File: src/ffx_pkg.sv
// ----------------------------------------------------------------------------
// ffx_pkg
// Types, constants and character tables shared by the font filter block.
// ----------------------------------------------------------------------------
`default_nettype none

package ffx_pkg;

  // Request codes carried by an input item.
  typedef enum logic [1:0] {
    REQ_OPEN_READ  = 2'd0,
    REQ_OPEN_WRITE = 2'd1,
    REQ_DATA       = 2'd2,
    REQ_CLOSE      = 2'd3
  } req_e;

  // Status codes carried by a result item.
  typedef enum logic [1:0] {
    ST_OK           = 2'd0,
    ST_ALREADY_OPEN = 2'd1,
    ST_NOT_OPEN     = 2'd2
  } status_e;

  // Kind of result sequence that one accepted item produces.
  typedef enum logic [1:0] {
    JOB_SINGLE = 2'd0,
    JOB_HEADER = 2'd1,
    JOB_HEX    = 2'd2
  } job_kind_e;

  // Description of the results for one item, handed to the result sequencer.
  typedef struct packed {
    job_kind_e   kind;
    logic [31:0] word;        // single: byte in [7:0]; header: strategy two in [0]
    logic        byte_valid;
    status_e     status;
  } job_t;

  localparam logic [1:0]  STRAT_ONE   = 2'd1;
  localparam logic [1:0]  STRAT_TWO   = 2'd2;
  localparam logic [16:0] ADLER_MOD   = 17'd65521;
  localparam logic [7:0]  KEY_BUMP    = 8'h10;
  localparam logic [3:0]  HEADER_LAST = 4'd15;
  localparam logic [3:0]  HEX_LAST    = 4'd7;

  // Header text: "Strategy ONE... " or "Strategy TWO... ".
  function automatic logic [7:0] header_char(input logic two, input logic [3:0] idx);
    logic [7:0] c;
    case (idx) inside
      4'd0:                c = "S";
      4'd1:                c = "t";
      4'd2:                c = "r";
      4'd3:                c = "a";
      4'd4:                c = "t";
      4'd5:                c = "e";
      4'd6:                c = "g";
      4'd7:                c = "y";
      4'd8:                c = " ";
      4'd9:                c = two ? "T" : "O";
      4'd10:               c = two ? "W" : "N";
      4'd11:               c = two ? "O" : "E";
      4'd12, 4'd13, 4'd14: c = ".";
      default:             c = " ";
    endcase
    return c;
  endfunction

  // Lower-case hex character for one nibble.
  function automatic logic [7:0] hex_char(input logic [3:0] nib);
    logic [7:0] c;
    if (nib < 4'd10) begin
      c = 8'h30 + {4'd0, nib};
    end else begin
      c = 8'h57 + {4'd0, nib};
    end
    return c;
  endfunction

endpackage

`default_nettype wire

File: src/ffx_in_if.sv
// ----------------------------------------------------------------------------
// ffx_in_if
// Valid/ready channel that carries one request item into the filter.
// ----------------------------------------------------------------------------
`default_nettype none

interface ffx_in_if;
  logic       valid;
  logic       ready;
  logic [1:0] req_type;
  logic [7:0] data_byte;

  modport source (output valid, output req_type, output data_byte, input ready);
  modport sink   (input valid, input req_type, input data_byte, output ready);
endinterface

`default_nettype wire

File: src/ffx_out_if.sv
// ----------------------------------------------------------------------------
// ffx_out_if
// Valid/ready channel that carries one result item out of the filter.
// ----------------------------------------------------------------------------
`default_nettype none

interface ffx_out_if;
  logic       valid;
  logic       ready;
  logic [7:0] out_byte;
  logic       byte_valid;
  logic       last;
  logic [1:0] status;

  modport source (output valid, output out_byte, output byte_valid, output last,
                  output status, input ready);
  modport sink   (input valid, input out_byte, input byte_valid, input last,
                  input status, output ready);
endinterface

`default_nettype wire

File: src/ffx_result_seq.sv
// ----------------------------------------------------------------------------
// ffx_result_seq
// Output register and sequencer: expands one job into one, eight or sixteen
// results, one per cycle while out_o is ready; frees itself on the last taken.
// ----------------------------------------------------------------------------
`default_nettype none

module ffx_result_seq import ffx_pkg::*; (
  input  wire logic clk_i,
  input  wire logic rst_ni,
  input  wire logic load_i,
  input  wire job_t job_i,
  output logic      free_o,
  ffx_out_if.source out_o
);

  logic       valid_q;
  job_t       job_q;
  logic [3:0] cnt_q;
  logic       last_c;
  logic       take_c;

  // Last result of the current job.
  always_comb begin
    case (job_q.kind)
      JOB_SINGLE: last_c = 1'b1;
      JOB_HEADER: last_c = (cnt_q == HEADER_LAST);
      JOB_HEX:    last_c = (cnt_q == HEX_LAST);
      default:    last_c = 1'b1;
    endcase
  end

  assign take_c = valid_q && out_o.ready;
  assign free_o = !valid_q || (out_o.ready && last_c);

  // Control state: busy flag and position within the job.
  always_ff @(posedge clk_i or negedge rst_ni) begin
    if (!rst_ni) begin
      valid_q <= 1'b0;
      cnt_q   <= '0;
    end else if (load_i) begin
      valid_q <= 1'b1;
      cnt_q   <= '0;
    end else if (take_c) begin
      if (last_c) begin
        valid_q <= 1'b0;
      end
      cnt_q <= cnt_q + 4'd1;
    end
  end

  // Job payload; the hex word shifts one nibble per taken item.
  always_ff @(posedge clk_i) begin
    if (load_i) begin
      job_q <= job_i;
    end else if (take_c && (job_q.kind == JOB_HEX)) begin
      job_q.word <= {job_q.word[27:0], 4'd0};
    end
  end

  // Result item fields.
  always_comb begin
    case (job_q.kind)
      JOB_SINGLE: out_o.out_byte = job_q.word[7:0];
      JOB_HEADER: out_o.out_byte = header_char(job_q.word[0], cnt_q);
      JOB_HEX:    out_o.out_byte = hex_char(job_q.word[31:28]);
      default:    out_o.out_byte = '0;
    endcase
  end

  assign out_o.valid      = valid_q;
  assign out_o.byte_valid = job_q.byte_valid;
  assign out_o.last       = last_c;
  assign out_o.status     = job_q.status;

  // A load only happens when the sequencer is free.
  assert property (@(posedge clk_i) disable iff (!rst_ni) load_i |-> free_o)
    else $error("job loaded while sequencer busy");

  // A loaded job shows a result in the next cycle.
  assert property (@(posedge clk_i) disable iff (!rst_ni) load_i |=> valid_q)
    else $error("loaded job produced no result");

  // A stalled multi-item job keeps its position.
  assert property (@(posedge clk_i) disable iff (!rst_ni)
                   (valid_q && !out_o.ready && !load_i) |=> $stable(cnt_q))
    else $error("sequencer advanced while stalled");

endmodule

`default_nettype wire

File: src/font_filter_xor_decrypt_adler_sum.sv
// ----------------------------------------------------------------------------
// font_filter_xor_decrypt_adler_sum
// Output: an item's first result appears in the cycle after it is accepted.
// Throughput: one result per cycle while out_o is ready; an item causing one
// result can follow in the next cycle, an open write holds the sequencer
// for its sixteen header results and a write close for its eight hex results.
// Reset: asynchronous, active low; sessions closed, key and sums zero,
// strategy 1, no result pending.
// ----------------------------------------------------------------------------
`default_nettype none

module font_filter_xor_decrypt_adler_sum import ffx_pkg::*; (
  input  wire logic  clk_i,
  input  wire logic  rst_ni,
  ffx_in_if.sink     in_i,
  ffx_out_if.source  out_o,
  input  wire logic        psel,
  input  wire logic        penable,
  input  wire logic        pwrite,
  input  wire logic [2:0]  paddr,
  input  wire logic [31:0] pwdata,
  output logic [31:0]      prdata,
  output logic             pready
);

  logic        read_q, read_d;
  logic        write_q, write_d;
  logic [7:0]  key_q, key_d;
  logic [15:0] low_q, low_d;
  logic [15:0] high_q, high_d;
  logic [1:0]  strat_q;

  logic        open_c;
  logic        accept_c;
  logic        seq_free;
  req_e        req_c;
  job_t        job_c;
  logic [16:0] low_sum_c, high_sum_c;
  logic [15:0] low_mod_c, high_mod_c;

  // Configuration port: strategy register, out-of-range values are ignored.
  assign pready = 1'b1;
  assign prdata = {30'd0, strat_q};

  always_ff @(posedge clk_i or negedge rst_ni) begin
    if (!rst_ni) begin
      strat_q <= STRAT_ONE;
    end else if (psel && penable && pwrite && (paddr[2] == 1'b0)) begin
      if ((pwdata[1:0] == STRAT_ONE) || (pwdata[1:0] == STRAT_TWO)) begin
        strat_q <= pwdata[1:0];
      end
    end
  end

  assign req_c    = req_e'(in_i.req_type);
  assign open_c   = read_q || write_q;
  assign accept_c = in_i.valid && seq_free;
  assign in_i.ready = seq_free;

  // Checksum update: two modular adds with a conditional subtract each.
  assign low_sum_c  = {1'b0, low_q} + {9'd0, in_i.data_byte};
  assign low_mod_c  = (low_sum_c >= ADLER_MOD) ? 16'(low_sum_c - ADLER_MOD)
                                               : low_sum_c[15:0];
  assign high_sum_c = {1'b0, high_q} + {1'b0, low_mod_c};
  assign high_mod_c = (high_sum_c >= ADLER_MOD) ? 16'(high_sum_c - ADLER_MOD)
                                                : high_sum_c[15:0];

  // Request decode: next session state and the job for the sequencer.
  always_comb begin
    read_d           = read_q;
    write_d          = write_q;
    key_d            = key_q;
    low_d            = low_q;
    high_d           = high_q;
    job_c.kind       = JOB_SINGLE;
    job_c.word       = '0;
    job_c.byte_valid = 1'b0;
    job_c.status     = ST_OK;
    unique case (req_c)
      REQ_OPEN_READ, REQ_OPEN_WRITE: begin
        if (open_c) begin
          job_c.status = ST_ALREADY_OPEN;
        end else begin
          key_d = '0;
          if (req_c == REQ_OPEN_READ) begin
            read_d = 1'b1;
          end else begin
            write_d          = 1'b1;
            low_d            = {14'd0, strat_q};
            high_d           = '0;
            job_c.kind       = JOB_HEADER;
            job_c.word       = {31'd0, (strat_q == STRAT_TWO)};
            job_c.byte_valid = 1'b1;
          end
        end
      end
      REQ_DATA: begin
        if (!open_c) begin
          job_c.status = ST_NOT_OPEN;
        end else if (read_q) begin
          job_c.word       = {24'd0, in_i.data_byte ^ key_q};
          job_c.byte_valid = 1'b1;
          key_d = key_q + in_i.data_byte + ((strat_q == STRAT_TWO) ? KEY_BUMP : 8'd0);
        end else begin
          low_d  = low_mod_c;
          high_d = high_mod_c;
        end
      end
      REQ_CLOSE: begin
        if (!open_c) begin
          job_c.status = ST_NOT_OPEN;
        end else begin
          read_d  = 1'b0;
          write_d = 1'b0;
          if (write_q) begin
            job_c.kind       = JOB_HEX;
            job_c.word       = {high_q, low_q};
            job_c.byte_valid = 1'b1;
          end
        end
      end
    endcase
  end

  // Session, key and checksum state, updated on each accepted item.
  always_ff @(posedge clk_i or negedge rst_ni) begin
    if (!rst_ni) begin
      read_q  <= 1'b0;
      write_q <= 1'b0;
      key_q   <= '0;
      low_q   <= '0;
      high_q  <= '0;
    end else if (accept_c) begin
      read_q  <= read_d;
      write_q <= write_d;
      key_q   <= key_d;
      low_q   <= low_d;
      high_q  <= high_d;
    end
  end

  // Result register and sequencer.
  ffx_result_seq u_seq (
    .clk_i  (clk_i),
    .rst_ni (rst_ni),
    .load_i (accept_c),
    .job_i  (job_c),
    .free_o (seq_free),
    .out_o  (out_o)
  );

  // Never both a read and a write session.
  assert property (@(posedge clk_i) disable iff (!rst_ni) !(read_q && write_q))
    else $error("read and write sessions open together");

  // Strategy stays a legal value.
  assert property (@(posedge clk_i) disable iff (!rst_ni)
                   (strat_q == STRAT_ONE) || (strat_q == STRAT_TWO))
    else $error("illegal strategy value");

  // A successful open write starts a write session.
  assert property (@(posedge clk_i) disable iff (!rst_ni)
                   (accept_c && (req_c == REQ_OPEN_WRITE) && !open_c) |=> write_q)
    else $error("open write did not start a session");

  // Sums stay below the modulus.
  assert property (@(posedge clk_i) disable iff (!rst_ni)
                   ({1'b0, low_q} < ADLER_MOD) && ({1'b0, high_q} < ADLER_MOD))
    else $error("checksum out of range");

endmodule

`default_nettype wire
File: src/flat_wrapper.sv
// flat-port wrapper written by rule: the top's interface ports become plain ports
module font_filter_xor_decrypt_adler_sum_flat import ffx_pkg::*;
  (clk_i, rst_ni, psel, penable, pwrite, paddr, pwdata, prdata, pready, in_i_valid, in_i_req_type, in_i_data_byte, in_i_ready, out_o_valid, out_o_out_byte, out_o_byte_valid, out_o_last, out_o_status, out_o_ready);
  ffx_in_if in_i_i ();
  ffx_out_if out_o_i ();
  input  wire logic clk_i;
  input  wire logic rst_ni;
  input  wire logic psel;
  input  wire logic penable;
  input  wire logic pwrite;
  input  wire logic [2:0] paddr;
  input  wire logic [31:0] pwdata;
  output logic [31:0] prdata;
  output logic pready;
  input wire logic [$bits(in_i_i.valid)-1:0] in_i_valid;
  input wire logic [$bits(in_i_i.req_type)-1:0] in_i_req_type;
  input wire logic [$bits(in_i_i.data_byte)-1:0] in_i_data_byte;
  output wire logic [$bits(in_i_i.ready)-1:0] in_i_ready;
  output wire logic [$bits(out_o_i.valid)-1:0] out_o_valid;
  output wire logic [$bits(out_o_i.out_byte)-1:0] out_o_out_byte;
  output wire logic [$bits(out_o_i.byte_valid)-1:0] out_o_byte_valid;
  output wire logic [$bits(out_o_i.last)-1:0] out_o_last;
  output wire logic [$bits(out_o_i.status)-1:0] out_o_status;
  input wire logic [$bits(out_o_i.ready)-1:0] out_o_ready;
  assign in_i_i.valid = in_i_valid;
  assign in_i_i.req_type = in_i_req_type;
  assign in_i_i.data_byte = in_i_data_byte;
  assign in_i_ready = in_i_i.ready;
  assign out_o_valid = out_o_i.valid;
  assign out_o_out_byte = out_o_i.out_byte;
  assign out_o_byte_valid = out_o_i.byte_valid;
  assign out_o_last = out_o_i.last;
  assign out_o_status = out_o_i.status;
  assign out_o_i.ready = out_o_ready;
  font_filter_xor_decrypt_adler_sum u_core (.clk_i(clk_i), .rst_ni(rst_ni), .in_i(in_i_i), .out_o(out_o_i), .psel(psel), .penable(penable), .pwrite(pwrite), .paddr(paddr), .pwdata(pwdata), .prdata(prdata), .pready(pready));
endmodule
File: config.mk
export PLATFORM = sky130hd
export DESIGN_NAME = font_filter_xor_decrypt_adler_sum_flat
export DESIGN_NICKNAME = d
export VERILOG_FILES = /design/src/ffx_pkg.sv /design/src/ffx_in_if.sv /design/src/ffx_out_if.sv /design/src/ffx_result_seq.sv /design/src/font_filter_xor_decrypt_adler_sum.sv /design/src/flat_wrapper.sv
export SDC_FILE = /design/constraint.sdc
export NUM_CORES = 1
export LEC_CHECK = 0
export ABC_AREA = 0
export CAP_MARGIN = 20
export CORE_MARGIN = 1
export CORE_UTILIZATION = 35
export DETAILED_ROUTE_END_ITERATION = 8
export DONT_BUFFER_PORTS = 1
export GPL_TIMING_DRIVEN = 1
export SLEW_MARGIN = 20
export SYNTH_ARGS = -nofsm -noshare
export SYNTH_HDL_FRONTEND = slang
export SYNTH_SLANG_ARGS = --single-unit
File: constraint.sdc
create_clock -name clk_i -period 7.5 [get_ports clk_i]
set_input_delay 0.75 -clock clk_i [delete_from_list [all_inputs] [get_ports clk_i]]
set_output_delay 0.75 -clock clk_i [all_outputs]
set_load 0.02 [all_outputs]
=== Yosys cells after proc, flatten, opt, wreduce, memory -nomap -nowiden ===
Cells that the tools add are included.

* Register bits: 86
* Input bits: 52
* Output and inout bits: 47
* Word-level logic and storage cells: 143

* $add $sub $neg: 9
* Magnitude comparators: 3
* Eq/ne operators: 30
* Multiplexer cells: 60
* Bitwise gates (word level): 2
* Reductions and logical operators: 27

{| class="wikitable"
|+ Operators by type and width
! cell !! count
|-
| 16-bit 2-to-1 mux || 10
|-
| 35-bit 2-to-1 mux || 3
|-
| 35-bit case mux with 3 select lines || 1
|-
| 7-bit 2-to-1 mux || 12
|-
| 32-bit 2-to-1 mux || 2
|-
| 16-bit case mux with 2 select lines || 2
|-
| 17-bit by 16-bit greater-or-equal comparator with 1-bit output (second input constant) || 2
|-
| 34-bit 2-to-1 mux || 1
|-
| 33-bit 2-to-1 mux || 1
|-
| 4-bit equality test (second input constant) || 8
|-
| 8-bit 2-to-1 mux || 4
|-
| 16-bit subtractor (second input constant) || 2
|-
| 8-bit case mux with 3 select lines || 1
|-
| 16-bit by 16-bit adder with 17-bit output || 1
|-
| 16-bit by 8-bit adder with 17-bit output || 1
|-
| 8-bit adder || 2
|-
| 4-bit by 3-bit equality test with 1-bit output (second input constant) || 4
|-
| 4-bit 2-to-1 mux || 4
|-
| 8-bit case mux with 2 select lines || 1
|-
| 5-bit 2-to-1 mux || 3
|-
| 5-bit AND reduction || 3
|-
| 2-bit equality test (second input constant) || 5
|-
| 2-bit nonzero test || 5
|-
| 1-bit 2-to-1 mux || 9
|-
| other kinds (24) || 44
|}

=== Longest topological paths before layout ===
* Depth after elaboration: 16
* Mapped depth: 23
* Depth with buffers taken out: 21

=== Cells and area by module ===
From an unflattened synthesis, not the netlist that was laid out.

* Cell total of the unflattened synthesis: 868
* Area total of the unflattened synthesis: 7696.1 um^2

{| class="wikitable"
|+ Modules (own cells, without submodules)
! module !! instances !! cells each !! area an instance (um^2) !! sequential area each (um^2)
|-
| font_filter_xor_decrypt_adler_sum || 1 || 679 || 5348.9 || 1102.3
|-
| ffx_result_seq || 1 || 189 || 2347.3 || 1236.2
|}

=== Least setup slack after synthesis ===
No wires, ideal clock.

* Path type: input-to-reg
* From: input in_i_data_byte[0]
* To: register u_core.high_q[6]
* Library setup time: 0.124 ns
* Data arrival time: 6.422 ns
* Data required time: 7.376 ns
* Path slack: 0.954 ns
* Stages: 22
* Buffers on the path: 1
* Cell sequence: ha_1 -> fa_1 -> a211oi_1 -> nor2_1 -> xor2_1 -> a311o_1 -> nand3_1 -> o31ai_2 -> nand2_1 -> nor2_1 -> xor2_1 -> ha_1 -> clkbuf_1 -> a21o_1 -> a31o_1 -> a221o_1 -> a211oi_4 -> o2111ai_2 -> or4b_4 -> o31ai_4 -> mux2i_1 -> a211o_1

* Word-level cells in the longest chain between the ends: 9
* Elaborated cells between the ends (all ways): 11
* Classes of those cells: 4 x add/sub; 2 x order compare; 5 x mux

{| class="wikitable"
|+ RTL lines
! item !! line !! source
|-
| start, declared || flat_wrapper.sv:17 || <nowiki>input wire logic [$bits(in_i_i.data_byte)-1:0] in_i_data_byte;</nowiki>
|-
| 16-bit by 8-bit adder with 17-bit output (*) || font_filter_xor_decrypt_adler_sum.sv:61 || <nowiki>assign low_sum_c = {1'b0, low_q} + {9'd0, in_i.data_byte};</nowiki>
|-
| 16-bit subtractor or 17-bit by 16-bit greater-or-equal comparator with 1-bit output (tied branches) || font_filter_xor_decrypt_adler_sum.sv:62 || <nowiki>assign low_mod_c = (low_sum_c >= ADLER_MOD) ? 16'(low_sum_c - ADLER_MOD)</nowiki>
|-
| 16-bit 2-to-1 mux (*) || font_filter_xor_decrypt_adler_sum.sv:62 ||
|-
| 16-bit by 16-bit adder with 17-bit output (*) || font_filter_xor_decrypt_adler_sum.sv:64 || <nowiki>assign high_sum_c = {1'b0, high_q} + {1'b0, low_mod_c};</nowiki>
|-
| 16-bit subtractor or 17-bit by 16-bit greater-or-equal comparator with 1-bit output (tied branches) || font_filter_xor_decrypt_adler_sum.sv:65 || <nowiki>assign high_mod_c = (high_sum_c >= ADLER_MOD) ? 16'(high_sum_c - ADLER_MOD)</nowiki>
|-
| 16-bit 2-to-1 mux (*) || font_filter_xor_decrypt_adler_sum.sv:65 ||
|-
| 16-bit 2-to-1 mux (*) || font_filter_xor_decrypt_adler_sum.sv:100 || <nowiki>end else if (read_q) begin</nowiki>
|-
| 16-bit 2-to-1 mux (*) || font_filter_xor_decrypt_adler_sum.sv:98 || <nowiki>if (!open_c) begin</nowiki>
|-
| 16-bit case mux with 2 select lines (*) || font_filter_xor_decrypt_adler_sum.sv:79 || <nowiki>unique case (req_c)</nowiki>
|-
| end signal, assigned || font_filter_xor_decrypt_adler_sum.sv:138 || <nowiki>high_q <= high_d;</nowiki>
|-
| end, declared || font_filter_xor_decrypt_adler_sum.sv:30 || <nowiki>logic [15:0] high_q, high_d;</nowiki>
|}

Every way passes the cells marked *; elsewhere a longest branch is shown, timed or not. The select of a mux whose other input is x is not followed.
A chain may end at the register's enable or synchronous reset.

=== Final worst setup path ===
* From: register u_core.low_q[0]
* To: register u_core.high_q[7]

* Word-level cells in the longest chain between the ends: 9
* Elaborated cells between the ends (all ways): 11
* Classes of those cells: 4 x add/sub; 2 x order compare; 5 x mux

{| class="wikitable"
|+ RTL lines
! item !! line !! source
|-
| start, declared || font_filter_xor_decrypt_adler_sum.sv:29 || <nowiki>logic [15:0] low_q, low_d;</nowiki>
|-
| start signal, assigned || font_filter_xor_decrypt_adler_sum.sv:137 || <nowiki>low_q <= low_d;</nowiki>
|-
| 16-bit by 8-bit adder with 17-bit output (*) || font_filter_xor_decrypt_adler_sum.sv:61 ||
|-
| 16-bit subtractor or 17-bit by 16-bit greater-or-equal comparator with 1-bit output (tied branches) || font_filter_xor_decrypt_adler_sum.sv:62 ||
|-
| 16-bit 2-to-1 mux (*) || font_filter_xor_decrypt_adler_sum.sv:62 ||
|-
| 16-bit by 16-bit adder with 17-bit output (*) || font_filter_xor_decrypt_adler_sum.sv:64 ||
|-
| 16-bit subtractor or 17-bit by 16-bit greater-or-equal comparator with 1-bit output (tied branches) || font_filter_xor_decrypt_adler_sum.sv:65 ||
|-
| 16-bit 2-to-1 mux (*) || font_filter_xor_decrypt_adler_sum.sv:65 ||
|-
| 16-bit 2-to-1 mux (*) || font_filter_xor_decrypt_adler_sum.sv:100 ||
|-
| 16-bit 2-to-1 mux (*) || font_filter_xor_decrypt_adler_sum.sv:98 ||
|-
| 16-bit case mux with 2 select lines (*) || font_filter_xor_decrypt_adler_sum.sv:79 ||
|}

Marked as above.

==> summary.md <==
| Metric | Value |
|---|---|
| Initial core utilization | 0.361 |
| R2R setup slack | between 800 and 900 ps |
| Fin Clk Skew | 8.92 ps |
| VDD IR-drop max | 0.127 mV |
| CP Capture Type | flop |
| Sequential area share after synthesis | 0.316 |
| Residual DRC count | 0 |
| Hold Vio Cnt, Final | 0 |
| I/O pin count | slightly below 100 |
| EDFF count, synth | 37 |
| Endpoints failing setup | 0 |
| Post-Syn Area | 0.00739 mm2 |
| CTS H-tree depth | 3 |
| Drt wl/cell | 16.6 um |
| Seq cells post-synth | 86 |
| Worst-skew pair later-pin latency | 350 ps |
| Worst reg2reg path depth | 22 |
| Gpl congestion | 0.846 |
| Tmin final | 6690 ps |
| Worst slew pin tran | 911 ps |
| Fmax | 149 MHz |
| FFs w/ async S/R, synth | 0.570 |
| DR vias/cell | 5.49 |
| Cell variety after synth | 88 |
| Synth area leader | dfrtp_1 |
| Commonest non-fill, non-tap cell in the layout | nand2_1 |
| P per Cell Area | 298 mW/mm2 |
| Multi-input gate area | 0.00460 mm2 |
| Largest net degree at the start of global routing | 50 |
| Fin util | 0.383 |
| Hold Path Class | in -> async |
| Core ar. | 0.0205 mm2 |
| R2r startpoint | u_core.low_q[0] |
| Static leakage | roughly 3.4 nW |
| Initial antenna violation count | 0 |
| Routed Antenna Nets | 0 |
| Fillers | 2124 |
| CTS buffer count | 9 |
| RSZ-0062 raised after global routing | false |
| Seq. cell area | approximately 0.0023 mm2 |
| CP Launch Type | flop |
| Clk root buf | clkbuf_16 |
| Ratio of final minimum period to clock period | 0.892 |
| Most frequent cells in the layout | 118 x nand2_1, 73 x nor2_1, 59 x nand3_1 |
| Clock transition at the registers of the reported paths | 70 ps |
| Total GRT Usage | 0.178 |
| Detailed placement HPWL | 14200 um |
| Reg2reg end | u_core.high_q[7] |
| Avg Inst Size Synth | 8.34 um2 |
| Total Die Area | 0.0217 mm2 |
| WP data arrival | a little under 7000 ps |
| Hold_buf cts | 0 |
| Synth area leaders | dfrtp_1 16%, edfxtp_1 15%, ha_1 8.6% |
| Run status | completed |
| Die X | 147 um |
| WS Path Type | reg -> reg |
| Post-CTS Setup Inserts | 0 |
| Initial drt markers | 517 |
| Layout cells sized above 1 | 0.0669 |
| Cells after Synth | 886 |
| First drt pass iteration count | 4 |
| Setup TNS | 0 ps |
| Via Count | approximately 6200 |
| Share of Yosys cell area claimed by the top area cell type | 0.163 |
| IO Port Bufs | 0 |
| Vias in the first global route | 5782 |
| Overflow after GRT | 0 |
| CTS tree | done |
| # diodes | 0 |
| Slew HR | 0.391 |
| Area grow syn2layout | 6.31% |
| First-pass GRT wire length | 30600 um |
| Post-CTS resize count | 0 |
| Maximum capacitance violations | 0 |
| CTS sink cnt | 86 |
| Clock buffer depth | 2 |
| Crit Path Max Fanout | 9 |
| DRT Wirelength | 18800 um |
| CP required | 7740 ps |
| Slew Viols, Final | 0 |
| Synth Warn # | 0 |
| Final nets | between 900 and 1000 |
| Power Total | 0.00234 W |
| Top FF cell, synth | dfrtp_1 |
| Die height | ~150 um |
| Std cell rows | 52 |
| Hold WS | 82.8 ps |
kinds of logic (layout without fill, tap and decap cells):
| logic type | after synthesis | after routing | share of synthesized area |
|---|---|---|---|
| simple gates | 361 | 361 | 0.234 |
| mux | 9 | 9 | 0.0127 |
| compound gates | 219 | 219 | 0.215 |
| fa+ha+maj | 55 | 55 | 0.0972 |
| buf+inv | 114 | 66 | 0.0762 |
| other cells | 2 | 31 | 0.00102 |
| xor+xnor | 40 | 40 | 0.0474 |
| flops | 86 | 86 | 0.316 |
per-stage QoR:
stage | setup WS (ps) | std cells | instance area [um2]
after floorplan | 954 | 915 | 7500
after global placement | 568 | 1121 | 7540
after detailed placement | 565 | 1121 | 7540
after CTS | 845 | 1137 | 7860
after global routing | 256 | 1137 | 7860
final | 808 | 1137 | 7860
state kept, by name (all words and copies together), names as in the netlist:
signal,cells
u_core.u_seq.out_o.status,2
u_core.write_q,1
u_core.high_q,16
u_core.read_q,1
u_core.low_q,16
u_core.u_seq.out_o.valid,1
u_core.key_q,8
u_core.u_seq.job_q,34
u_core.strat_q,2
u_core.u_seq.out_o.byte_valid,1
u_core.u_seq.cnt_q,4
routing by layer:
layer	vias to the layer above	wire [um]	global-route usage
li1	3131	-	-
met2	172	8580	0.283
met3	17	976	0.0267
met4	0	248	0.0479
met1	2923	9040	0.251
met5	-	0	0
synth_stat cells, types with 4 or more instances:
cell and number:
nand2_1 118, nor2_1 73, nand3_1 59, ha_1 51, dfrtp_1 48, clkbuf_1 44
o21ai_0 44, a21oi_1 39, edfxtp_1 37, buf_4 33, inv_1 30, xnor2_1 25
nor3_1 24, a21o_1 21, xor2_1 15, and3_1 11, a31oi_1 10, nor2b_1 10
a22o_1 9, and2_1 9, nand4_1 9, o211ai_1 8, a221oi_1 7, a22oi_1 7
nand2b_1 7, o21a_1 7, or3_1 7, a211o_1 6, mux2i_1 6, nor3b_1 6
nor4_1 6, a211oi_1 5, nand4b_1 5, a32oi_1 4, a41oi_1 4, fa_1 4
o31ai_1 4, or2_2 4
worst max path at each step:
stage,cells past startpoint,end,start
after floorplan,22,u_core.high_q[6],in_i_data_byte[0]
after detailed placement,23,u_core.high_q[12],in_i_data_byte[0]
after global placement,22,u_core.high_q[12],in_i_data_byte[0]
final,22,u_core.high_q[7],u_core.low_q[0]
after global routing,22,u_core.high_q[7],u_core.low_q[0]
after CTS,23,u_core.high_q[12],u_core.low_q[0]
critical path: stages (launching register included):
cell and delay, ps:
dfrtp_1 410, ha_1 240, fa_1 410, a211oi_1 240, buf_4 180, nor2_1 60
xor2_1 260, a311o_1 270, nand3_1 270, o31ai_2 540, nand2_1 200, nor2_1 140
xor2_1 210, ha_1 360, and3_1 220, and2_1 190, a2111oi_1 610, nor4b_1 120
or3b_2 540, nor4b_1 190, a21oi_1 510, nor4_1 130, a211o_1 260
report_power, final:
group	internal (W)	total, W	switching (W)
combinational	0.000445	0.00117	0.000727
sequential	0.000583	0.000687	0.000104
clock	0.000267	0.000479	0.000212
total	0.00129	0.00234	0.00104
final cells by class:
| type | instances | area share |
|---|---|---|
| tap | 270 | 0.0430 |
| multi-input combinational | 715 | 0.586 |
| timing repair buffer | 20 | 0.0191 |
| clock inverter | 7 | 0.0118 |
| inverter | 30 | 0.0143 |
| sequential | 86 | 0.298 |
| clock buffer | 9 | 0.0287 |
Power figures use the tool's default switching activity.
